### src/rtl/core/ubxpp_pkg.sv
// shared types and constants for the position message body parser
`timescale 1ns / 1ps

package ubxpp_pkg;

  localparam int PayloadBytesDef  = 28;
  localparam int FieldFirstOffset = 4;
  localparam int FieldCount       = 4;
  localparam int FieldW           = 32;
  localparam int FieldIdxW        = $clog2(FieldCount);
  localparam int CfgIdxW          = 1;

  localparam logic [7:0] ClassReset = 8'd1;
  localparam logic [7:0] IdReset    = 8'd2;

  localparam logic [CfgIdxW-1:0] CFG_MESSAGE_CLASS = 1'b0;
  localparam logic [CfgIdxW-1:0] CFG_MESSAGE_ID    = 1'b1;

  typedef enum logic [1:0] {
    ST_OK    = 2'd0,
    ST_LEN   = 2'd1,
    ST_SUM   = 2'd2,
    ST_TRUNC = 2'd3
  } status_e;

  typedef struct packed {
    logic       kind;
    logic [7:0] data_byte;
  } in_item_t;

  typedef struct packed {
    status_e                   status;
    logic signed [FieldW-1:0] longitude;
    logic signed [FieldW-1:0] latitude;
    logic signed [FieldW-1:0] ellipsoid_height;
    logic signed [FieldW-1:0] sea_level_height;
  } out_item_t;

  // checksum unit control
  typedef struct packed {
    logic       seed;
    logic       fold;
    logic [7:0] data;
  } cks_ctrl_t;

endpackage

### src/rtl/core/ubx_posllh_frame_parser.sv
// top level of the position message body parser
`timescale 1ns / 1ps

// Usage:
//   in channel (in_valid_i/in_ready_o/in_item_i) carries one body byte per
//   transfer, starting with the two length bytes, or an end-of-stream marker
//   (kind set). out channel (out_valid_o/out_ready_i/out_item_o) carries one
//   result per message: ok, length mismatch, checksum mismatch or truncated.
//   cfg channel writes message_class (index 0) or message_id (index 1); it is
//   always ready and the seed is sampled when the length low byte arrives.
// Timing:
//   one transfer per cycle unless a held result stalls the input; a result
//   appears on out_valid_o in the cycle after the input transfer that
//   completes it. All per-byte work (checksum fold, field capture,
//   length/check compare) sits between the position and result registers.
// Stall:
//   a held result keeps the output register; the input side still takes
//   bytes while out_ready_i is high or the output register is empty.
// Reset:
//   clears position and checksum, registers return to class 1 / id 2, no
//   result pending. No clearing pass is needed.

module ubx_posllh_frame_parser
  import ubxpp_pkg::*;
#(
  parameter int PAYLOAD_BYTES = PayloadBytesDef
) (
  input  logic               clk_i,
  input  logic               rst_ni,
  input  logic               in_valid_i,
  output logic               in_ready_o,
  input  in_item_t           in_item_i,
  output logic               out_valid_o,
  input  logic               out_ready_i,
  output out_item_t          out_item_o,
  input  logic               cfg_valid_i,
  output logic               cfg_ready_o,
  input  logic [CfgIdxW-1:0] cfg_index_i,
  input  logic [7:0]         cfg_data_i
);

  localparam int PosW = $clog2(PAYLOAD_BYTES + 4);
  localparam logic [PosW-1:0] PayEnd   = PosW'(PAYLOAD_BYTES + 2);
  localparam logic [PosW-1:0] FieldLo  = PosW'(FieldFirstOffset + 2);
  localparam logic [PosW-1:0] FieldHi  = PosW'(FieldFirstOffset + 2 + 4 * FieldCount);
  localparam logic [15:0]     LenExp   = 16'(PAYLOAD_BYTES);
  localparam logic [PosW-1:0] PosLenLo = PosW'(0);
  localparam logic [PosW-1:0] PosLenHi = PosW'(1);
  localparam logic [PosW-1:0] PosOne   = PosW'(1);

  logic [7:0]      class_q, id_q;
  logic [PosW-1:0] pos_q, pos_d;
  logic [7:0]      len_low_q, len_low_d;
  logic [7:0]      first_chk_q, first_chk_d;
  logic [FieldW-1:0] field_q [FieldCount];
  logic            out_valid_q;
  out_item_t       out_q;

  logic            take;
  logic            emit;
  status_e         status;
  logic            with_fields;
  logic            cap_en;
  logic [PosW-1:0] rel;
  logic [FieldIdxW-1:0] cap_idx;
  logic [1:0]      cap_lane;
  cks_ctrl_t       cks_ctrl;
  logic [7:0]      sum_a, sum_b;

  assign in_ready_o  = !out_valid_q || out_ready_i;
  assign take        = in_valid_i && in_ready_o;
  assign cfg_ready_o = 1'b1;

  always_ff @(posedge clk_i or negedge rst_ni) begin
    if (!rst_ni) begin
      class_q <= ClassReset;
      id_q    <= IdReset;
    end else if (cfg_valid_i) begin
      case (cfg_index_i)
        CFG_MESSAGE_CLASS: class_q <= cfg_data_i;
        CFG_MESSAGE_ID:    id_q    <= cfg_data_i;
        default: ;
      endcase
    end
  end

  ubxpp_cksum u_cksum (
    .clk_i      (clk_i),
    .rst_ni     (rst_ni),
    .ctrl_i     (cks_ctrl),
    .msg_class_i(class_q),
    .msg_id_i   (id_q),
    .sum_a_o    (sum_a),
    .sum_b_o    (sum_b)
  );

  assign rel      = pos_q - FieldLo;
  assign cap_idx  = rel[FieldIdxW+1:2];
  assign cap_lane = rel[1:0];

  always_comb begin
    pos_d         = pos_q;
    len_low_d     = len_low_q;
    first_chk_d   = first_chk_q;
    emit          = 1'b0;
    status        = ST_OK;
    with_fields   = 1'b0;
    cap_en        = 1'b0;
    cks_ctrl.seed = 1'b0;
    cks_ctrl.fold = 1'b0;
    cks_ctrl.data = in_item_i.data_byte;
    if (take) begin
      if (in_item_i.kind) begin
        emit        = 1'b1;
        status      = ST_TRUNC;
        with_fields = (pos_q >= PayEnd);
        pos_d       = PosLenLo;
      end else if (pos_q == PosLenLo) begin
        cks_ctrl.seed = 1'b1;
        len_low_d     = in_item_i.data_byte;
        pos_d         = PosLenHi;
      end else if (pos_q == PosLenHi) begin
        cks_ctrl.fold = 1'b1;
        if ({in_item_i.data_byte, len_low_q} != LenExp) begin
          emit   = 1'b1;
          status = ST_LEN;
          pos_d  = PosLenLo;
        end else begin
          pos_d = pos_q + PosOne;
        end
      end else if (pos_q < PayEnd) begin
        cks_ctrl.fold = 1'b1;
        cap_en        = (pos_q >= FieldLo) && (pos_q < FieldHi);
        pos_d         = pos_q + PosOne;
      end else if (pos_q == PayEnd) begin
        first_chk_d = in_item_i.data_byte;
        pos_d       = pos_q + PosOne;
      end else begin
        emit        = 1'b1;
        with_fields = 1'b1;
        status      = ((first_chk_q == sum_a) && (in_item_i.data_byte == sum_b))
                      ? ST_OK : ST_SUM;
        pos_d       = PosLenLo;
      end
    end
  end

  always_ff @(posedge clk_i or negedge rst_ni) begin
    if (!rst_ni) begin
      pos_q       <= PosLenLo;
      len_low_q   <= 8'd0;
      first_chk_q <= 8'd0;
      out_valid_q <= 1'b0;
    end else begin
      pos_q       <= pos_d;
      len_low_q   <= len_low_d;
      first_chk_q <= first_chk_d;
      if (take && emit) begin
        out_valid_q <= 1'b1;
      end else if (out_ready_i) begin
        out_valid_q <= 1'b0;
      end
    end
  end

  // every field byte is rewritten before fields can be reported
  always_ff @(posedge clk_i) begin
    if (cap_en) begin
      field_q[cap_idx][cap_lane*8 +: 8] <= in_item_i.data_byte;
    end
  end

  always_ff @(posedge clk_i) begin
    if (take && emit) begin
      out_q.status           <= status;
      out_q.longitude        <= with_fields ? field_q[0] : '0;
      out_q.latitude         <= with_fields ? field_q[1] : '0;
      out_q.ellipsoid_height <= with_fields ? field_q[2] : '0;
      out_q.sea_level_height <= with_fields ? field_q[3] : '0;
    end
  end

  assign out_valid_o = out_valid_q;
  assign out_item_o  = out_q;

`ifndef NO_ASSERTIONS
  a_idle_after_result: assert property (@(posedge clk_i) disable iff (!rst_ni)
    (take && emit) |=> (pos_q == PosLenLo))
    else $error("parser not idle after a result");

  a_result_needs_transfer: assert property (@(posedge clk_i) disable iff (!rst_ni)
    $rose(out_valid_q) |-> $past(take))
    else $error("result appeared without an input transfer");

  a_first_check_held: assert property (@(posedge clk_i) disable iff (!rst_ni)
    (take && !in_item_i.kind && pos_q == PayEnd)
      |=> (first_chk_q == $past(in_item_i.data_byte)) && (pos_q == PayEnd + PosOne))
    else $error("first check byte not captured");
`endif

endmodule

### src/rtl/core/ubxpp_cksum.sv
// 8-bit fletcher checksum accumulator, seeded with class and id
`timescale 1ns / 1ps

module ubxpp_cksum
  import ubxpp_pkg::*;
(
  input  logic      clk_i,
  input  logic      rst_ni,
  input  cks_ctrl_t ctrl_i,
  input  logic [7:0] msg_class_i,
  input  logic [7:0] msg_id_i,
  output logic [7:0] sum_a_o,
  output logic [7:0] sum_b_o
);

  logic [7:0] sum_a_q, sum_a_d;
  logic [7:0] sum_b_q, sum_b_d;

  always_comb begin
    sum_a_d = sum_a_q;
    sum_b_d = sum_b_q;
    if (ctrl_i.seed) begin
      // fold class, id and the first byte from a zero start
      sum_a_d = msg_class_i + msg_id_i + ctrl_i.data;
      sum_b_d = msg_class_i + {msg_class_i[6:0], 1'b0} + {msg_id_i[6:0], 1'b0}
                + ctrl_i.data;
    end else if (ctrl_i.fold) begin
      sum_a_d = sum_a_q + ctrl_i.data;
      sum_b_d = sum_b_q + sum_a_q + ctrl_i.data;
    end
  end

  always_ff @(posedge clk_i or negedge rst_ni) begin
    if (!rst_ni) begin
      sum_a_q <= 8'd0;
      sum_b_q <= 8'd0;
    end else begin
      sum_a_q <= sum_a_d;
      sum_b_q <= sum_b_d;
    end
  end

  assign sum_a_o = sum_a_q;
  assign sum_b_o = sum_b_q;

endmodule

### config.mk
export PLATFORM = sky130hd
export DESIGN_NAME = ubx_posllh_frame_parser
export DESIGN_NICKNAME = d
export VERILOG_FILES = /design/src/rtl/core/ubxpp_pkg.sv /design/src/rtl/core/ubx_posllh_frame_parser.sv /design/src/rtl/core/ubxpp_cksum.sv
export SDC_FILE = /design/constraint.sdc
export NUM_CORES = 1
export LEC_CHECK = 0
export ABC_CLOCK_PERIOD_IN_PS = 9100
export BUFFER_PORTS_ARGS = -buffer_cell sky130_fd_sc_hd__buf_2
export CORE_UTILIZATION = 58
export DETAILED_ROUTE_END_ITERATION = 10
export PLACE_DENSITY = 0.79
export SLEW_MARGIN = 20
export SYNTH_ARGS = -nofsm -noshare
export SYNTH_HDL_FRONTEND = slang
export SYNTH_HIERARCHICAL = 1
export SYNTH_SLANG_ARGS = --single-unit
### constraint.sdc
create_clock -name clk_i -period 9.1 [get_ports clk_i]
set_clock_uncertainty 0.2 [all_clocks]
set_input_delay 1.82 -clock clk_i [delete_from_list [all_inputs] [get_ports clk_i]]
set_output_delay 1.82 -clock clk_i [all_outputs]
set_load 0.02 [all_outputs]
# After elaboration in Yosys (flattened, before gate mapping)
# Memories as Yosys holds them, arrays and structs flattened. A register that Yosys moved wholly into a read port is not among the register bits.
# Cells that the tools add are included.
[word_totals] input_bits=23 out_inout_bits=133 word_cells=97 ram_bits=128 ff_bits=56 mem_count=1
[classes] n_eq_ne=5 n_bitwise=5 addsub=11 shift=2 reduce_logical=17 muxes=43 n_lt_le_gt_ge=4
[mem_list] name="field_q" words=4 word_bits=32 rd=4 rd_clocked_by_memory_dff=4 wr=1 line_no="ubx_posllh_frame_parser.sv:55" text="logic [FieldW-1:0] field_q [FieldCount];"
[ops] operator="$add 8x8->8" count=8
[ops] operator="$neg 5->34" count=1
[ops] operator="$shift 8x34->32 const A" count=1
[ops] operator="$shiftx 8x34->32" count=1
[ops] operator="$mux 32" count=1
[ops] operator="$mux 8" count=4
[ops] operator="$mux 5" count=6
[ops] operator="$mux 1" count=24
[ops] operator="$eq 8x8->1" count=2
[ops] operator="$mux 2" count=8
[ops] operator="$ne 16x5->1 const B" count=1
[ops] operator="$lt 5x5->1 const B" count=2
[ops] operator="$reduce_and 6->1" count=1
[ops] operator="$add 5x1->5 const B" count=1
[ops] operator="$eq 5x1->1 const B" count=1
[ops] operator="$eq 5x5->1 const B" count=1
[ops] operator="$ge 5x3->1 const B" count=1
[ops] operator="$ge 5x5->1 const B" count=1
[ops] operator="$logic_not 1->1" count=5
[ops] operator="$logic_not 5->1" count=1
[ops] operator="$not 1->1" count=5
[ops] operator="$logic_and 1x1->1" count=4
[ops] operator="$reduce_and 2->1" count=2
[ops] operator="$reduce_bool 2->1" count=2
[ops] operator="other kinds (3)" count=3

# Depth between registers and ports, before layout
[depth] word_depth=9 depth_mapped=13 depth_no_buf=13

# By module
# Netlist, hierarchy kept.
[by_module_without_submodules] module="ubx_posllh_frame_parser" area_per_inst_um2=10941.7 seq_area_each_um2=8700.8 instances=1 cells_each=628
[by_module_without_submodules] module="ubxpp_cksum" area_per_inst_um2=2344.7 seq_area_each_um2=400.4 instances=1 cells_each=241

# Least setup slack after synthesis
# No wires, ideal clock.
[synth_timing] path_kind="in2reg" from="in out_ready_i" to="reg, netlist name out_item_o[0]" t_required_ps=8238 setup_time_ps=662 arrival_ps=8683 stages=4 path_buffers=1 setup_slack_ps=-446 cell_sequence="nand2b_1 > nand2_1 > buf_2 > a21oi_1"
[synth_via] elab_chain_len=4 elab_cells_between_ends=6 classes_between="mux (2); reduce/logical (4)"
[synth_rtl] element="from (decl)" line_no="ubx_posllh_frame_parser.sv:34" text="input logic out_ready_i,"
[synth_rtl] element="$logic_or 1x1->1 *" line_no="ubx_posllh_frame_parser.sv:70" text="assign in_ready_o = !out_valid_q || out_ready_i;"
[synth_rtl] element="$logic_and 1x1->1 *" line_no="ubx_posllh_frame_parser.sv:71" text="assign take = in_valid_i && in_ready_o;"
[synth_rtl] element="$mux 1" line_no="ubx_posllh_frame_parser.sv:112" text="if (take) begin"
[synth_rtl] element="$logic_and 1x1->1 / $logic_not 1->1 (equally long branches)"
# Every way passes the cells marked *; elsewhere a longest branch is shown, timed or not.
# A chain may end at the register's enable or synchronous reset.

# Final worst setup path
[layout_timing] from="in in_item_i[3] in the netlist's numbering" to="reg, netlist name out_item_o[17]"
[layout_via] elab_chain_len=7
[layout_rtl] element="from (decl)" line_no="ubx_posllh_frame_parser.sv:32" text="input in_item_t in_item_i,"
[layout_rtl] element="$ne 16x5->1" line_no="ubx_posllh_frame_parser.sv:124" text="if ({in_item_i.data_byte, len_low_q} != LenExp) begin"
[layout_rtl] element="$mux 1" line_no="ubx_posllh_frame_parser.sv:124"
[layout_rtl] element="$mux 1" line_no="ubx_posllh_frame_parser.sv:122" text="end else if (pos_q == PosLenHi) begin"
[layout_rtl] element="$mux 1" line_no="ubx_posllh_frame_parser.sv:118" text="end else if (pos_q == PosLenLo) begin"
[layout_rtl] element="$mux 1" line_no="ubx_posllh_frame_parser.sv:113" text="if (in_item_i.kind) begin"
[layout_rtl] element="$mux 1" line_no="ubx_posllh_frame_parser.sv:112"
[layout_rtl] element="$logic_and 1x1->1" line_no="ubx_posllh_frame_parser.sv:174" text="if (take && emit) begin"
# No other way between the ends.

==> impl_results.md <==
- Largest net degree at the start of global routing: 129
- Post-synthesis simple-gate area fraction: 11.51%
- P_sw: 1.236 mW
- HPWL Detailed: 16,890 um
- CP max FO: 72
- Critical setup path kind: input pin to flop
- Hold WC Path Type: flop to flop
- Reg clk slew, reported paths: 0.06 ns
- Mean Syn Cell Area: 15.29 sq um
- Pwr Density: 266.8 nW/um^2
- Max-cap violation count: 0
- Vias/cell: 5.331
- Crit path capture type: flop
- Clock Power Share: 28.3%
- Inserted Diodes: 0
- Count of cell types in the netlist: 52
- Comb pwr share: 26.8%
- WL/cell: 18.22 um
- CTS tree: yes
- Die X: 153.4 um
- Final hold viol count: 0
- Top_reg_cell synth: edfxtp_1
- Die Y: 153.4 um
- Yosys reg bits: 312
- Starting Density: 58.86%
- Switching Fraction: 30.29%
- Core ar.: 22,570 sq um
- Clock sinks: 312
- Overall Power: 4.080 mW
- Number of antenna-violating nets in the routed design: 0
- F_max: 223.2 MHz
- Internal: 2.844 mW
- Met1 Wirelength: 10,340 um
- Post-synthesis adder-cell area fraction: 7.628%
- Post-synthesis xor/xnor area fraction: 2.769%
- DRT Wirelength: 24,540 um
- Routed met2 length: 12,250 um
- DRT Pass-1 Iters: 5
- Post-Place Setup Slack: 4.044 ns
- Cells after synthesis: 869
- Register area share after synthesis: 68.50%
- Total GRT Usage: 21.11%
- Met3 WL post-DR: 1408 um
- Count leader, synth: edfxtp_1
- Setup violations, final: 0
- Initial antenna violation count: 1
- DRT iter0 DRCs: 524
- Nets: 1,123
- Crit path DAT: 4.46 ns
- Syn. warnings: 6
- Largest area contributor in the netlist: edfxtp_1
- CTS-repair resized insts: 0
- Post-Syn Area: 13,290 sq um
- Fraction of layout cells with a size suffix above 1: 22.98%
- H-tree depth: 1
- Fin crit share: 49.22%
- Setup Buffers After CTS: 0
- Placer's final routability congestion estimate: 0.8467
- Area grow syn2layout: 15.10%
- Maximum VDD drop: 0.2117 mV
- Die Area: 23,520 sq um
- Vias: 7,181
- Overflow after GRT: 0
- I/O pin cnt: 156
- Synth top area share: 58.31%
- Reg power frac: 44.9%
- Number of global-route vias before repair: 7,029
- Clk buf depth: 3
- Top cells by area, synth: edfxtp_1, dfrtp_1, and2_1, fa_1, ha_1
- Post-route minimum period: 4.479 ns
- Slew Limit Fails: 0
- Crit path launch type: input pin
- Setup TNS: 0 ns
- Status: completed
- Unrepaired setup endpoints after global routing: no
- Placed instance area: 14,360 sq um
- Largest family of logic cells by synthesized area: simple AND/OR/NAND/NOR gates
- Commonest cells post-synth: edfxtp_1, and2_1, dfrtp_1
- Root Driver: clkbuf_16
- Worst hold start: id_q[0]
- Worst slew margin: 38.28%
- Finished layout cell area: 15,290 sq um
- Fin worst setup slack: 4.621 ns
- Static leakage: 6.037 nW
- Worst skew pair latency: 0.56 ns
- RR Startpoint: pos_q[2]
- Synth Net Count: 955
- Max layer used: met5
- Number of cell rows: 55
- Data required, critical path: 9.08 ns
- Post-synth EDFFs: 258
- DRC: 0
- Post-synth ARST share: 17.31%
- Cts hold-fix bufs: 0
- First-pass GRT wire length: 37,960 um
- Total CTS buffers: 31
- Synth Area in Compound Gates: 3.437%
- Proportion of synthesized area in mux cells: 3.936%
- Crit path launch: in_item_i[3]
- I/O Buffers: 154
- Slew @ Worst Pin: 0.9187 ns
power groups by stage:
| stage | Clock (mW) | Combinational, mW | Sequential [mW] |
|---|---|---|---|
| 3_5_place_dp | 0 | 1.09 | 1.86 |
| 5_1_grt | 1.23 | 1.21 | 1.85 |
| 6_report | 1.16 | 1.09 | 1.83 |
| 3_3_place_gp | 0 | 1.06 | 1.86 |
| 2_1_floorplan | 0 | 0.750 | 1.92 |
| 4_1_cts | 1.17 | 1.09 | 1.83 |
layout by cell type, fill, tap and decap left out, drive strengths merged, types with 2 or more instances in the layout:
cell and instances:
edfxtp 258, nand3 7, dfstp 2, xor2 5
mux2 34, o31a 3, inv 51, xnor2 37
buf 159, nor3 7, o21bai 3, nor4 5
dfrtp 52, a311oi 2, nand2 26, fa 30
o22ai 2, nand4 5, clkinv 14, clkbuf 40
a21o 8, clkinvlp 2, a31oi 3, a211oi 7
nor2b 8, ha 33, a21oi 19, mux2i 11
nor2 27, and2 163, o21ai 14, o21a 3
or3 2, nand2b 6
area by class of cell:
cell class                      count  area (sq um)
Inverter                           49         183.9
Clock buffer                       40         819.5
Sequential cell                   312          9101
Tap cell                          285         356.6
Fill cell                        1562          7279
Timing Repair Buffer              159         808.3
Clock inverter                     18         112.6
Multi-Input combinational cell    484          3910
state kept, by name, indices dropped and copies added (netlist names):
name and cells:
out_item_o 130, pos_q 5, out_valid_o 1, first_chk_q 8, len_low_q 8, id_q 8, class_q 8, u_cksum/sum_a_o 8
field_q 128, u_cksum/sum_b_o 8
cells by family after synthesis:
logic type / count (synthesis)
compound gates: 70
xor+xnor: 42
fa+ha+maj: 63
buf+inv: 73
flops: 312
mux: 45
other cells: 1
simple gates: 263
metrics by stage:
| stage | hold WS (ns) | utilization [%] | std cells |
|---|---|---|---|
| after floorplan | 0.2724 | - | 869 |
| after global placement | 0.2885 | 63.62 | 1289 |
| after detailed placement | 0.2894 | 63.62 | 1289 |
| after CTS | 0.3071 | 67.75 | 1347 |
| after global routing | 0.3239 | 67.75 | 1347 |
| final | 0.3055 | 67.75 | 1347 |
worst paths after layout:
kind | to | slack [ns] | cells after the start
min in group asynchronous | class_q[5] | 1.19 | 2
worst min-delay path | id_q[0] | 0.31 | 1
max in group asynchronous | first_chk_q[3] | 7.03 | 2
worst max register to register | out_item_o[17] | 5.36 | 7
worst max-delay path | out_item_o[17] | 4.62 | 8
worst min register to register | id_q[0] | 0.31 | 1
routing by layer:
layer	GRT usage [%]	vias up
met3	3.374	43
met1	28.19	3488
li1	-	3385
met2	36.31	263
met5	0	-
met4	5.571	2
critical path, cell delays in order:
cell and delay, ns:
buf_2 0.31, nor4_1 0.12, nand4_1 0.12, nand3_1 0.21
a21o_1 0.27, a21oi_4 0.12, buf_4 0.61, buf_4 0.82
No activity file was read; power rests on OpenSTA's default activity.
